### src/rtl/fsp_pkg.sv
`default_nettype none

package fsp_pkg;

	// Upper bound of the zero-pad width
	localparam int MAX_WIDTH_DEF = 64;

	// Digits produced at most for one number
	localparam logic [3:0] NUM_DIGITS = 4'd10;

	// floor(x / 10) == (x * RECIP10) >> 35 for every 32-bit x
	localparam logic [31:0] RECIP10 = 32'hCCCC_CCCD;
	localparam int RECIP10_SHIFT = 35;

	// Character codes
	localparam logic [7:0] CH_NUL   = 8'h00;
	localparam logic [7:0] CH_PCT   = 8'h25;
	localparam logic [7:0] CH_MINUS = 8'h2D;
	localparam logic [7:0] CH_0     = 8'h30;
	localparam logic [7:0] CH_9     = 8'h39;
	localparam logic [7:0] CH_UA    = 8'h41;
	localparam logic [7:0] CH_C     = 8'h63;
	localparam logic [7:0] CH_D     = 8'h64;
	localparam logic [7:0] CH_P     = 8'h70;
	localparam logic [7:0] CH_X     = 8'h78;

	// Sequencer states
	typedef enum logic [2:0] {
		ST_IDLE,
		ST_CHAR1,
		ST_CHAR2,
		ST_MUL,
		ST_DIG,
		ST_FIN,
		ST_PAD,
		ST_OUT
	} fsp_state_t;

	// Map a digit value to its uppercase ASCII code
	function automatic logic [7:0] hex_ascii(input logic [3:0] d);
		logic [7:0] d8;
		d8 = {4'b0000, d};
		return (d < 4'd10) ? (CH_0 + d8) : (CH_UA - 8'd10 + d8);
	endfunction

endpackage

`default_nettype wire

### src/rtl/format_string_printer.sv
// Channel  | handshake              | payload
// ---------+------------------------+------------------------
// input    | in_valid / in_stall    | fmt_char, arg_value
// output   | out_valid / out_stall  | out_byte, last
//
// One format word is taken only while the sequencer is idle; in_stall is high while it works.
// Each word is taken while idle; '%' and width digits leave the sequencer idle.
// Plain, %c, %% and terminator print one byte from CHAR1; unknown conversions give two, from CHAR1 and CHAR2.
// %d sends each digit through the reciprocal multiply (MUL) and then DIG; %x/%p through DIG alone.
// A number then sets up in FIN and sends its pad zeros from PAD and its digit bytes from OUT.
// out_stall holds the output register and the emitting states; arst_n clears the control registers.
`default_nettype none

module format_string_printer #(
	parameter int MAX_WIDTH = fsp_pkg::MAX_WIDTH_DEF
) (
	input  wire logic        clk,
	input  wire logic        arst_n,
	input  wire logic        in_valid,
	output logic             in_stall,
	input  wire logic [7:0]  fmt_char,
	input  wire logic [31:0] arg_value,
	output logic             out_valid,
	input  wire logic        out_stall,
	output logic [7:0]       out_byte,
	output logic             last
);

	localparam int PW = $clog2(MAX_WIDTH + 1);

	fsp_pkg::fsp_state_t state_q, state_d;

	logic          after_q;
	logic [PW-1:0] pad_q;
	logic [PW-1:0] pw_q;
	logic [PW-1:0] pad_rem_q;
	logic [3:0]    cnt_q;
	logic [31:0]   x_q;
	logic [28:0]   quo_q;
	logic          neg_q;
	logic          hex_q;
	logic [7:0]    byte_a_q;
	logic [7:0]    byte_b_q;
	logic          two_q;
	logic          out_valid_q;
	logic [7:0]    out_byte_q;
	logic          last_q;
	logic [7:0]    digit_stack [11];

	logic          accept;
	logic          slot_free;
	logic          emit;
	logic [7:0]    emit_byte;
	logic          emit_last;

	logic          c_nul, c_pct, c_dig, c_d, c_hex, c_chr, c_num;
	logic [PW+3:0] pad_w;
	logic [PW-1:0] pad_sat;
	logic [63:0]   prod;
	logic [31:0]   rem_dec;
	logic [3:0]    digit;
	logic [31:0]   next_x;
	logic          dig_done;
	logic [3:0]    cnt_fin;
	logic          pad_needed;

	// Decode the incoming format word
	assign c_nul = (fmt_char == fsp_pkg::CH_NUL);
	assign c_pct = (fmt_char == fsp_pkg::CH_PCT);
	assign c_dig = (fmt_char >= fsp_pkg::CH_0) && (fmt_char <= fsp_pkg::CH_9);
	assign c_d   = (fmt_char == fsp_pkg::CH_D);
	assign c_hex = (fmt_char == fsp_pkg::CH_X) || (fmt_char == fsp_pkg::CH_P);
	assign c_chr = (fmt_char == fsp_pkg::CH_C);
	assign c_num = c_d || c_hex;

	assign accept = in_valid && !in_stall;

	// Width accumulation: pad*10 + digit, saturated
	assign pad_w   = ({4'b0000, pad_q} << 3) + ({4'b0000, pad_q} << 1)
		+ (PW+4)'(fmt_char[3:0]);
	assign pad_sat = (pad_w > (PW+4)'(MAX_WIDTH)) ? PW'(MAX_WIDTH) : pad_w[PW-1:0];

	// Shared digit unit: reciprocal multiply, then remainder by shift-add
	assign prod     = 64'(x_q) * 64'(fsp_pkg::RECIP10);
	assign rem_dec  = x_q - ((32'(quo_q) << 3) + (32'(quo_q) << 1));
	assign digit    = hex_q ? x_q[3:0] : rem_dec[3:0];
	assign next_x   = hex_q ? {4'b0000, x_q[31:4]} : 32'(quo_q);
	assign dig_done = (next_x == 32'd0) || (cnt_q == fsp_pkg::NUM_DIGITS - 4'd1);

	// Length of the number once the sign is pushed
	assign cnt_fin    = cnt_q + {3'b000, neg_q};
	assign pad_needed = (pw_q > PW'(cnt_fin));

	assign slot_free = !out_valid_q || !out_stall;

	// Next state
	always_comb begin
		state_d = state_q;
		unique case (state_q)
			fsp_pkg::ST_IDLE: begin
				if (accept) begin
					priority if (c_nul)
						state_d = fsp_pkg::ST_CHAR1;
					else if (!after_q)
						state_d = c_pct ? fsp_pkg::ST_IDLE : fsp_pkg::ST_CHAR1;
					else if (c_dig)
						state_d = fsp_pkg::ST_IDLE;
					else if (c_d)
						state_d = fsp_pkg::ST_MUL;
					else if (c_hex)
						state_d = fsp_pkg::ST_DIG;
					else
						state_d = fsp_pkg::ST_CHAR1;
				end
			end
			fsp_pkg::ST_CHAR1: begin
				if (emit)
					state_d = two_q ? fsp_pkg::ST_CHAR2 : fsp_pkg::ST_IDLE;
			end
			fsp_pkg::ST_CHAR2: begin
				if (emit)
					state_d = fsp_pkg::ST_IDLE;
			end
			fsp_pkg::ST_MUL: state_d = fsp_pkg::ST_DIG;
			fsp_pkg::ST_DIG: begin
				if (dig_done)
					state_d = fsp_pkg::ST_FIN;
				else
					state_d = hex_q ? fsp_pkg::ST_DIG : fsp_pkg::ST_MUL;
			end
			fsp_pkg::ST_FIN: state_d = pad_needed ? fsp_pkg::ST_PAD : fsp_pkg::ST_OUT;
			fsp_pkg::ST_PAD: begin
				if (emit && pad_rem_q == PW'(1))
					state_d = fsp_pkg::ST_OUT;
			end
			fsp_pkg::ST_OUT: begin
				if (emit && cnt_q == 4'd1)
					state_d = fsp_pkg::ST_IDLE;
			end
			default: state_d = fsp_pkg::ST_IDLE;
		endcase
	end

	// Outputs of the sequencer
	always_comb begin
		in_stall  = (state_q != fsp_pkg::ST_IDLE);
		emit      = 1'b0;
		emit_byte = byte_a_q;
		emit_last = 1'b1;
		unique case (state_q)
			fsp_pkg::ST_CHAR1: begin
				emit      = slot_free;
				emit_byte = byte_a_q;
				emit_last = !two_q;
			end
			fsp_pkg::ST_CHAR2: begin
				emit      = slot_free;
				emit_byte = byte_b_q;
				emit_last = 1'b1;
			end
			fsp_pkg::ST_PAD: begin
				emit      = slot_free;
				emit_byte = fsp_pkg::CH_0;
				emit_last = 1'b0;
			end
			fsp_pkg::ST_OUT: begin
				emit      = slot_free;
				emit_byte = digit_stack[cnt_q - 4'd1];
				emit_last = (cnt_q == 4'd1);
			end
			default: begin
				emit = 1'b0;
			end
		endcase
	end

	// Control registers
	always_ff @(posedge clk or negedge arst_n) begin
		if (!arst_n) begin
			state_q     <= fsp_pkg::ST_IDLE;
			after_q     <= 1'b0;
			pad_q       <= '0;
			cnt_q       <= '0;
			out_valid_q <= 1'b0;
		end else begin
			state_q <= state_d;
			// Track the conversion prefix and its width
			if (accept) begin
				priority if (c_nul) begin
					after_q <= 1'b0;
					pad_q   <= '0;
				end else if (!after_q) begin
					after_q <= c_pct;
				end else if (c_dig) begin
					pad_q <= pad_sat;
				end else begin
					after_q <= 1'b0;
					pad_q   <= '0;
				end
			end
			// Count digits up while converting, down while sending
			priority if (accept)
				cnt_q <= '0;
			else if (state_q == fsp_pkg::ST_DIG)
				cnt_q <= cnt_q + 4'd1;
			else if (state_q == fsp_pkg::ST_FIN)
				cnt_q <= cnt_fin;
			else if (state_q == fsp_pkg::ST_OUT && emit)
				cnt_q <= cnt_q - 4'd1;
			// Hold the output word while stalled
			if (slot_free)
				out_valid_q <= emit;
		end
	end

	// Payload registers
	always_ff @(posedge clk) begin
		if (accept) begin
			byte_a_q <= (after_q && c_chr) ? arg_value[7:0]
				: (after_q && !c_nul) ? fsp_pkg::CH_PCT : fmt_char;
			byte_b_q <= fmt_char;
			two_q    <= after_q && !c_nul && !c_dig && !c_num && !c_chr && !c_pct;
			neg_q    <= c_d && arg_value[31];
			hex_q    <= c_hex;
			x_q      <= (c_d && arg_value[31]) ? (32'd0 - arg_value) : arg_value;
			pw_q     <= pad_q;
		end
		if (state_q == fsp_pkg::ST_MUL)
			quo_q <= prod[63:fsp_pkg::RECIP10_SHIFT];
		// Push one digit per pass through the digit unit
		if (state_q == fsp_pkg::ST_DIG) begin
			digit_stack[cnt_q] <= fsp_pkg::hex_ascii(digit);
			x_q <= next_x;
		end
		// Push the sign and set the pad count
		if (state_q == fsp_pkg::ST_FIN) begin
			if (neg_q)
				digit_stack[cnt_q] <= fsp_pkg::CH_MINUS;
			pad_rem_q <= pad_needed ? (pw_q - PW'(cnt_fin)) : '0;
		end
		if (state_q == fsp_pkg::ST_PAD && emit)
			pad_rem_q <= pad_rem_q - PW'(1);
		if (emit) begin
			out_byte_q <= emit_byte;
			last_q     <= emit_last;
		end
	end

	assign out_valid = out_valid_q;
	assign out_byte  = out_byte_q;
	assign last      = last_q;

endmodule

`default_nettype wire

### config.mk
export PLATFORM = sky130hd
export DESIGN_NAME = format_string_printer
export DESIGN_NICKNAME = d
export VERILOG_FILES = /design/src/rtl/fsp_pkg.sv /design/src/rtl/format_string_printer.sv
export SDC_FILE = /design/constraint.sdc
export NUM_CORES = 2
export LEC_CHECK = 0
export BUFFER_PORTS_ARGS = -buffer_cell sky130_fd_sc_hd__buf_4
export CAP_MARGIN = 20
export CORE_ASPECT_RATIO = 1.5
export CORE_UTILIZATION = 48
export CTS_CLUSTER_DIAMETER = 80
export DETAILED_ROUTE_END_ITERATION = 10
export GPL_TIMING_DRIVEN = 1
export PLACE_DENSITY = 0.64
export SYNTH_ARGS = -nofsm -noshare
export SYNTH_HDL_FRONTEND = slang
export SYNTH_SLANG_ARGS = --single-unit
### constraint.sdc
create_clock -name clk -period 7.3 [get_ports clk]
set_clock_uncertainty 0.2 [all_clocks]
set_input_delay 0 -clock clk [delete_from_list [all_inputs] [get_ports clk]]
set_output_delay 0 -clock clk [all_outputs]
set_load 0.005 [all_outputs]
# Yosys cells after proc, flatten, opt, wreduce, memory -nomap -nowiden
# Memories as Yosys holds them, arrays and structs flattened.
# Index checks and enable logic that the tools add are counted.
[classes]
addsub = 12
n_mul = 1
magnitude_cmp = 5
eq_ne = 20
muxes = 47
bitwise = 1
n_reduce_logical = 37
[ops]
columns = ["operator", "count"]
rows = [
  ["32-bit 2-to-1 mux", 3],
  ["32-bit by 32-bit multiplier with 64-bit output, second input constant", 1],
  ["7-bit 2-to-1 mux", 9],
  ["3-bit 2-to-1 mux", 12],
  ["8-bit by 7-bit == test with 1-bit output, second input constant", 4],
  ["32-bit logical NOT", 1],
  ["1-bit by 32-bit subtractor with 32-bit output, first input constant", 1],
  ["29-bit 2-to-1 mux", 1],
  ["3-bit one-hot mux with 8 select lines", 1],
  ["8-bit one-hot mux with 3 select lines", 1],
  ["4-bit 2-to-1 mux", 5],
  ["8-bit 2-to-1 mux", 2],
  ["6-bit by 4-bit adder with 7-bit output, first input constant", 2],
  ["1-bit logical AND", 13],
  ["3-bit == test, second input constant", 4],
  ["10-bit by 8-bit adder with 11-bit output", 1],
  ["11-bit by 4-bit adder with 11-bit output", 1],
  ["11-bit by 7-bit > comparator with 1-bit output, second input constant", 1],
  ["1-bit 2-to-1 mux", 11],
  ["2-bit != test, second input constant", 5],
  ["1-bit logical NOT", 9],
  ["8-bit by 6-bit == test with 1-bit output, second input constant", 1],
  ["8-bit by 6-bit greater-or-equal comparator with 1-bit output, second input constant", 1],
  ["8-bit by 6-bit <= comparator with 1-bit output, second input constant", 1],
  ["other kinds (26)", 32],
]
[totals]
regBits = 119
ramBits = 77
in_bits = 44
output_inout_bits = 11
word_cells = 140
memories = 1
[memory_table]
columns = ["name", "depth", "width", "rd", "rd_ports_with_merged_regs", "write_ports", "line", "source"]
rows = [
  ["digit_stack", 11, 7, 1, 0, 1, "format_string_printer.sv:48", "logic [7:0] digit_stack [11];"],
]

# Longest topological paths before layout
[logic_depth]
word_depth = 9
depth_mapped = 25
depth_no_buf = 25

# Worst setup path before layout
# No wires, ideal clock.
[synth_path]
path_type = "register to register"
startpoint = "reg x_q[8]"
endpoint = "reg quo_q[23], data pin"
setup_ns = 0.265
t_arrival_ns = 6.679
required_ns = 6.835
slack_ns = 0.155
path_stages_with_launch = 25
n_path_buf = 1
period_less_slack_ns = 7.145
cell_sequence = "edfxtp_1 ha_1 clkbuf_1 xnor2_1 o21ai_0 fa_1 inv_1 fa_1 fa_1 inv_1 fa_1 fa_1 inv_1 fa_1 inv_1 ha_1 and3_1 and4_1 a221oi_1 nor3_1 nor4_1 nor4b_1 nor3_1 o21ai_0 xor2_1"
[synth_via]
elab_chain_len = 1
[synth_rtl]
columns = ["element", "line", "source"]
rows = [
  ["start: declaration", "format_string_printer.sv:38", "logic [31:0] x_q;"],
  ["start signal: assignment", "format_string_printer.sv:225", "x_q <= (c_d && arg_value[31]) ? (32'd0 - arg_value) : arg_value;"],
  ["start signal: assignment", "format_string_printer.sv:233", "x_q <= next_x;"],
  ["32-bit by 32-bit multiplier with 64-bit output", "format_string_printer.sv:84", "assign prod = 64'(x_q) * 64'(fsp_pkg::RECIP10);"],
  ["via prod[58]", "format_string_printer.sv:59", "logic [63:0] prod;"],
  ["end signal: assignment", "format_string_printer.sv:229", "quo_q <= prod[63:fsp_pkg::RECIP10_SHIFT];"],
  ["end: declaration", "format_string_printer.sv:39", "logic [28:0] quo_q;"],
]
# The timed path passes the listed nets, and every way through them passes these cells.
# A chain may end at the register's enable or synchronous reset.

# Worst setup path after layout
[layout_path]
startpoint = "reg x_q[13]"
endpoint = "reg quo_q[2], data pin"
# The elaborated chain is that of the path after synthesis.

==> impl_metrics.ini <==
[grt]
overflow = 0
use_met1 = 0.322
grt_pass1_wl_um = 131000
antenna_found_initial = 0
first_global_vias = 22399
grt_max_degree = 53
grtUsageMet2 = 0.582
use_met3 = 0.0312
grt_busiest_layer = met2
grt_usage = 0.315

[finish]
layout_common_cells = inv_1, buf_4, fa_1
instances_no_fill = 3715
nNetsFinal = 3817
drive_gt1_frac = 0.212
final_common_cell = inv_1
syn_to_final_growth_pct = 23.1

[floorplan]
coreArea_um2 = 54900
die_h_um = 292
ioPinCount = 55
design.die.area_um2 = 56900
start_util = 0.489
die_x_um = 195
rows = 105

[run_status]
status = finished, violations left
violations = negative setup slack

[logic_synthesis]
synth_cells = 2542
synth.avg_cell_area_um2 = 10.6
async_flop_share = 0.0816
synth.distinct_cells = 75
syn_nets = 3353
ys_warn_count = 0
synth_area_leaders = fa_1, edfxtp_1, ha_1
yosysTopAreaCell = fa_1
synth_area_um2 = 26800
synth-main-ff-cell = edfxtp_1
synth_seq_cells = 196
synth_edf_count = 180
yosysSeqAreaShare = 0.216
synth_top_area_share = 0.290

[timing]
period_share = 1.01
slew_headroom = 0.350
slew_viol_final = 0
worst_slack_ps = -49.9
setup_tns_ps = -49.9
setup_viol = 1
rsz0062_at_grt = true
worst_pin_slew_ps = 950
max_freq_ghz = 0.136
finalCriticalPeriod_ps = 7350
hold_viol_final = 0

[routing]
vias_per_cell = 5.52
drt-pass1-iter-count = 7
routedWlPerCell_um = 23.4
drt_iter0_markers = 1310
routed-via-count = 20510
drc = 0
postRouteAntennaNets = 0
wirelength_um = 86900

[worst_hold_path]
hold_class = in -> reg

[critical_path]
crit_arrival_ps = 7340
end_kind = register
worstSetupPathType = reg -> reg
start_kind = register
critPathMaxFanout = 5
cp_data_required_time_ps = 7290

[clocking]
cts_root_buffer = clkbuf_16
htree_levels = 4
cts_tree = built
clkTransAtPathRegs_ps = 80
cts_inserted_buffers = 17
clkSinkCount = 196
insertion_delay_ps = 460
cts_buffer_depth = 2

[run]
drv_cap = 0

[placed_design]
place.gp.congestion = 1.00
portBuffers = 54
dp_cells = 3586
hpwl_um = 75300
## cell families after synthesis
kind of cell | share of synthesized area
and+or+nand+nor | 0.0727
buffers and inverters | 0.0923
AOI/OAI and AO/OA | 0.0839
muxes | 0.0268
DFF | 0.216
adders and majority gates | 0.466
xor gates and xnor gates | 0.0418
## path summary, 6_finish.rpt
path / from / to / slack [ps] / cells after the start
hold reg to reg: pad_q[6] / pw_q[6] / 330 / 0
setup / recovery: x_q[13] / quo_q[2] / -50 / 23
max in group asynchronous: arst_n / cnt_q[3] / 5810 / 3
min in group asynchronous: arst_n / pad_q[6] / 560 / 3
setup reg to reg: x_q[13] / quo_q[2] / -50 / 23
hold / removal: arg_value[19] / x_q[19] / 50 / 4
## worst max-delay path: stages (launching register included)
cell	delay (ps)
edfxtp_1	480
buf_6	170
ha_4	310
xor2_2	160
ha_2	300
fa_1	540
inv_1	70
fa_1	500
inv_1	50
fa_1	570
fa_1	440
fa_1	490
fa_1	560
ha_4	220
buf_4	140
nand3_2	70
o211ai_1	130
buf_4	170
a21o_1	170
a21o_1	160
a221o_1	330
a311o_1	400
a21oi_2	190
xnor2_2	260
## metal layers
layer	wire length (um)	up-vias
met3	3290	259
met2	45700	662
met1	29000	10312
li1	-	9277
met4	8940	0
met5	0	-
## synth_stat cells (all sizes together) (14+ instances only)
cell type / n
a21o: 44
a21oi: 120
and2: 28
and3: 16
clkbuf: 50
dfrtp: 16
edfxtp: 180
fa: 389
ha: 378
inv: 605
mux2i: 38
mux4: 14
nand2: 94
nand3: 34
nand4: 22
nor2: 91
nor2b: 15
nor3: 23
nor4: 20
o21ai: 74
o22ai: 15
xnor2: 59
xor2: 69
## state kept, by name, summed over array words and instances, names as in the netlist, 3 cells and up
| register | count |
|---|---|
| pad_q | 7 |
| digit_stack | 77 |
| state_q | 3 |
| byte_b_q | 8 |
| x_q | 32 |
| cnt_q | 4 |
| pad_rem_q | 7 |
| pw_q | 7 |
| out_byte | 8 |
| byte_a_q | 8 |
| quo_q | 29 |
## stage by stage
| stage | util | instance area, um2 | hold WS [ps] | setup WS, ps |
|---|---|---|---|---|
| global placement | 0.556 | 30600 | -314 | -275 |
| CTS | 0.585 | 32100 | 59.2 | -5.10 |
| global route | 0.602 | 33000 | 48.3 | -161 |
| finish | 0.602 | 33000 | 45.2 | -49.9 |
| floorplan | - | 26800 | -496 | 155 |
| detailed placement | 0.557 | 30600 | -311 | -404 |
## timing repair
action	CTS	global route
setup endpoints to repair	22	24
setup buffers	21	29
pin swaps	19	89
hold buffers	48	0
endpoints found under the hold margin	81	0
gates resized for setup	53	122
## cell type report
class                      count  area [um2]
sequential                   196        5810
timing repair buffer         499        3980
antenna                        1        2.50
tap                          695         870
fill                        4551       21900
clock buffer                  19         433
inverter                     605        2270
multi-input combinational   1687       19500
clock inverter                13         159
Power is left out: the tool's default activity adds up to more than one toggle a clock period on the data nets, which glitch-free logic cannot reach.
